===== config.mk =====
export PLATFORM = sky130hd
export DESIGN_NAME = scpt_front
export DESIGN_NICKNAME = d
export VERILOG_FILES = /design/src/hdl/scpt_pkg.sv /design/src/hdl/scpt_front.sv
export SDC_FILE = /design/constraint.sdc
export NUM_CORES = 1
export LEC_CHECK = 0
export BUFFER_PORTS_ARGS = -buffer_cell sky130_fd_sc_hd__clkbuf_2
export CAP_MARGIN = 40
export CORE_MARGIN = 3
export CORE_UTILIZATION = 40
export CTS_CLUSTER_SIZE = 25
export DETAILED_ROUTE_END_ITERATION = 16
export PLACE_DENSITY_LB_ADDON = 0.1
export RECOVER_POWER = 100
export SYNTH_ARGS = -nofsm -noshare
export SYNTH_HDL_FRONTEND = slang
export SYNTH_SLANG_ARGS = --single-unit

===== constraint.sdc =====
create_clock -name clk -period 1.75 [get_ports clk]
set_clock_uncertainty 0.05 [all_clocks]
set_input_delay 0.2625 -clock clk [delete_from_list [all_inputs] [get_ports clk]]
set_output_delay 0.2625 -clock clk [all_outputs]
set_load 0.05 [all_outputs]

===== src/hdl/scpt_pkg.sv =====
package scpt_pkg;

  localparam int COUNT_BITS    = 32;
  localparam int TABLE_ENTRIES = 257;
  localparam int ADDR_BITS     = $clog2(TABLE_ENTRIES);
  localparam int VALUE_BITS    = 32;
  localparam int SYMBOL_BITS   = 8;
  localparam int QUEUE_DEPTH   = 2;
  localparam int QPTR_BITS     = $clog2(QUEUE_DEPTH);
  localparam int QCNT_BITS     = $clog2(QUEUE_DEPTH + 1);

  localparam logic [ADDR_BITS-1:0]  LAST_ENTRY    = ADDR_BITS'(TABLE_ENTRIES - 1);
  localparam logic [ADDR_BITS-1:0]  SENTINEL_BIN  = ADDR_BITS'(1);
  localparam logic [COUNT_BITS-1:0] COUNT_MAX     = '1;
  localparam logic [COUNT_BITS-1:0] COUNT_ONE     = COUNT_BITS'(1);

  typedef enum logic [1:0] {
    REQ_COUNT    = 2'd0,
    REQ_FINALIZE = 2'd1,
    REQ_READ     = 2'd2,
    REQ_CLEAR    = 2'd3
  } req_t;

  // Classified request as it sits in the queue
  typedef struct packed {
    req_t                 req;
    logic [ADDR_BITS-1:0] addr;
    logic                 in_range;
  } cmd_t;

  typedef struct packed {
    logic valid;
    cmd_t cmd;
  } queue_head_t;

  typedef enum logic [3:0] {
    ST_IDLE = 4'b0001,
    ST_CNT  = 4'b0010,
    ST_RD   = 4'b0100,
    ST_FIN  = 4'b1000
  } back_state_t;

  function automatic logic [COUNT_BITS-1:0] sat_add(input logic [COUNT_BITS-1:0] a,
                                                    input logic [COUNT_BITS-1:0] b);
    logic [COUNT_BITS:0] s;
    s = {1'b0, a} + {1'b0, b};
    return s[COUNT_BITS] ? COUNT_MAX : s[COUNT_BITS-1:0];
  endfunction

endpackage


===== src/hdl/scpt_front.sv =====
module scpt_front (
  input  logic                                  clk,
  input  logic                                  rst,
  input  logic                                  start,
  output logic                                  busy,
  input  logic [1:0]                            req_type,
  input  logic [scpt_pkg::SYMBOL_BITS-1:0]      symbol,
  input  logic [scpt_pkg::ADDR_BITS-1:0]        entry_index,
  output scpt_pkg::queue_head_t                 head,
  input  logic                                  pop
);

  scpt_pkg::cmd_t                      queue [scpt_pkg::QUEUE_DEPTH];
  logic [scpt_pkg::QPTR_BITS-1:0]      wr_ptr;
  logic [scpt_pkg::QPTR_BITS-1:0]      rd_ptr;
  logic [scpt_pkg::QCNT_BITS-1:0]      fill;
  scpt_pkg::cmd_t                      cmd_in;
  logic                                push;
  logic                                do_pop;

  // Classify: count goes to bin symbol+1, read carries its index and range check
  always_comb begin
    cmd_in.req      = scpt_pkg::req_t'(req_type);
    cmd_in.in_range = 1'b1;
    case (scpt_pkg::req_t'(req_type))
      scpt_pkg::REQ_COUNT: begin
        cmd_in.addr = scpt_pkg::ADDR_BITS'({1'b0, symbol}) + scpt_pkg::ADDR_BITS'(1);
      end
      scpt_pkg::REQ_READ: begin
        cmd_in.addr     = entry_index;
        cmd_in.in_range = (entry_index <= scpt_pkg::LAST_ENTRY);
      end
      default: begin
        cmd_in.addr = '0;
      end
    endcase
  end

  assign busy       = (fill == scpt_pkg::QCNT_BITS'(scpt_pkg::QUEUE_DEPTH));
  assign push       = start && !busy;
  assign do_pop     = pop && (fill != '0);
  assign head.valid = (fill != '0);
  assign head.cmd   = queue[rd_ptr];

  always_ff @(posedge clk) begin
    if (push) begin
      queue[wr_ptr] <= cmd_in;
    end
  end

  always_ff @(posedge clk) begin
    if (rst) begin
      wr_ptr <= '0;
      rd_ptr <= '0;
      fill   <= '0;
    end else begin
      if (push) begin
        wr_ptr <= wr_ptr + scpt_pkg::QPTR_BITS'(1);
      end
      if (do_pop) begin
        rd_ptr <= rd_ptr + scpt_pkg::QPTR_BITS'(1);
      end
      case ({push, do_pop})
        2'b10:   fill <= fill + scpt_pkg::QCNT_BITS'(1);
        2'b01:   fill <= fill - scpt_pkg::QCNT_BITS'(1);
        default: fill <= fill;
      endcase
    end
  end

endmodule


==> metrics.txt <==
outcome completed; DRT Wirelength 2610 µm; pin count of the biggest net entering global routing 13; total of endpoints with negative setup slack in the final report 0; CTS sink count 29; Final Wtd Congestion 0.787; initial antenna violation count 0; CP Data Arrival Time 1.36 ns; power share of the sequential group 38.6%; total negative slack 0 ns; Final ANT Viol Nets 0; Netlist Area Pre-Place 1360 µm²; CP startpoint kind flop; fraction of the yosys area taken by sequential cells 60.6%; unrepaired setup endpoints after global routing no; worst vdd ir about 0.52 mV; leading register cell type out of synthesis edfxtp_1; Internal Power ~0.0014 W; relative contribution of combinational cells to total power between 40% and 50%; fin crit period between 1.5 and 2 ns; insertion delay to the later sink of the worst-skew pair about 0.32 ns; area leader, netlist edfxtp_1; fraction of final layout cells with drive strength greater than 1 38.2%; number of enable flip-flop cells after synthesis 24; relative slew slack 64.7%; clock share of power 16.8%; Warnings, synthesis 0; Hold Vio Cnt, Final 0; Core Region 3150 µm²; Netlist cell types 30; most used standard cell by instance count after synthesis edfxtp_1; number of standard-cell rows in the floorplan 20; DR iter-0 viols 19; Chip Width between 60 and 70 µm; min setup slack post-route 0.0727 ns; dpl ws 0.145 ns; net count of the mapped netlist 133; number of storage elements in the synthesis netlist 29; pwr dens between 1000 and 1500 nW/µm²; starting density of the core 43.0%; count of boundary I/O pins 37; Residual DRC 0; leakage power 0.669 nW; worst hold path type input port to flop; switching share of power between 40% and 50%; final global-route overflow total 0; ranking of synthesized cells by area edfxtp_1 53%, mux2_2 10%, dfxtp_1 7.4%, nor2_1 3.0%, xor2_1 2.6%; drt wl/cell 13.3 µm; Die Span Y 64.2 µm; post-synthesis area per instance 12.5 µm²; length of the first detailed-routing pass in iterations 4; reported max-cap violation count 0; Cells after Synth about 110; DIE AREA 4120 µm²; TritonCTS Buffers 5; sort of element at the end of the critical path output port; CTS max path bufs 2; root buffer cell clkbuf_4; detailed placer's ending HPWL 1900 µm; list of most frequent post-synthesis cells 24 x edfxtp_1, 12 x mux2_2, 11 x nor2_1, 6 x nand2_1; via count of the routed design 986; switching power between 0.001 and 0.0015 W; number of vias per cell after detailed routing 5.03; data required time of the worst path 1.44 ns; crit share post-route 95.8%; antenna fix cells 0; final net count about 180; count of filler cells inserted in the layout 308; async set-or-reset flop fraction in the synthesized netlist 0%; wire length of the first global-routing pass 4300 µm; count of input and output buffers 36; worst-path fanout max 6; maximum frequency from static timing analysis between 500 and 600 MHz; transition time at the pin with the least slew margin 0.529 ns; fraction of synthesized cell area taken by the top area cell type 53.2%; Final Util 52.9%; CTS tree yes; Pins Over Slew Limit 0; clock slew seen by the registers of the worst setup and hold paths 0.08 ns; number of global-route vias before repair 972; area overhead of the layout relative to synthesis 23.0%; overall fraction of global-route tracks in use between 10% and 20%; total power 0.00245 W; total number of H-tree levels 2; startpoint-to-endpoint class of the critical path flop to output port
placed cells by master (no fill, tap or decap), types with 2 or more instances in the layout:
master	n
mux2_2	12
a21oi_1	5
nand2_1	6
o21ai_0	3
xor2_1	4
clkbuf_2	23
buf_6	2
clkbuf_1	6
dfxtp_1	4
nor2_1	11
buf_2	6
clkbuf_4	9
a211oi_1	2
xnor2_1	2
edfxtp_1	24
or3_1	2
nand3_1	5
ha_1	2
nor4_1	2
a311oi_1	3
inv_1	4
and3_1	2
path summary, 6_finish.rpt:
path	from	endpoint	slack (ns)	depth (start not counted)
worst min-delay path	rst	flop	0.11	2
worst max-delay path	flop	head[4]	0.07	3
worst max register to register	fill[0]	fill[1]	0.15	5
worst min register to register	wr_ptr	wr_ptr	0.44	2
layer usage:
metal	part of all wire [%]	wire (µm)	GRT usage (%)	up-vias
li1	-	-	-	496
met1	44	1160	16.4	449
met2	46	1210	22.1	36
met3	7.0	182	4.39	5
met4	2.2	57	9.50	0
met5	0	0	0	-
sequential cells by signal, summed over array words and instances (netlist names), named ones only:
| signal | flops |
|---|---|
| rd_ptr | 1 |
| fill | 2 |
| queue | 24 |
| wr_ptr | 1 |
critical path: stages (launching register included):
cell,delay (ns)
dfxtp_2,0.35
buf_6,0.13
mux2_2,0.33
clkbuf_2,0.23
cell families (layout without fill, tap and decap cells):
logic type	after synthesis	after routing	synth area share, %
simple gates	33	33	12.5
xor+xnor	6	6	3.88
fa+ha+maj	2	2	1.85
buf+inv	8	52	2.22
flops	29	29	60.6
mux	13	13	10.7
compound gates	17	17	8.31
power groups by stage:
stage / clock network (W) / registers (W) / logic (W)
2_1_floorplan: 0 / 0.000945 / 0.000825
3_3_place_gp: 0 / 0.000945 / 0.00104
3_5_place_dp: 0 / 0.000953 / 0.00106
4_1_cts: 0.000430 / 0.000939 / 0.00108
5_1_grt: 0.000463 / 0.000958 / 0.00117
6_report: 0.000411 / 0.000944 / 0.00109
repair_timing:
item                       in CTS  in global routing
hold buffers                    0                  0
gates resized for setup         4                 12
buffers inserted                0                  0
setup endpoints to repair      12                 12
cloned                          0                  1
final cells by class:
class / instances / area (µm²) / area share, %
clock buffers: 8 / 58.8 / 3.53
flip-flops and latches: 29 / 822 / 49.3
repair buffers: 39 / 213 / 12.8
well taps: 44 / 55.1 / 3.30
multi-input cells: 71 / 499 / 30.0
inverters: 5 / 18.8 / 1.13
through the flow:
| step | hold slack (ns) | cells | instance area [µm²] |
|---|---|---|---|
| 6_report | 0.109 | 196 | 1670 |
| 5_1_grt | 0.104 | 196 | 1670 |
| 4_1_cts | 0.0935 | 195 | 1660 |
| 3_5_place_dp | 0.427 | 187 | 1590 |
| 3_3_place_gp | 0.422 | 187 | 1590 |
| 2_1_floorplan | 0.282 | 108 | 1360 |
Power figures use the tool's default switching activity.
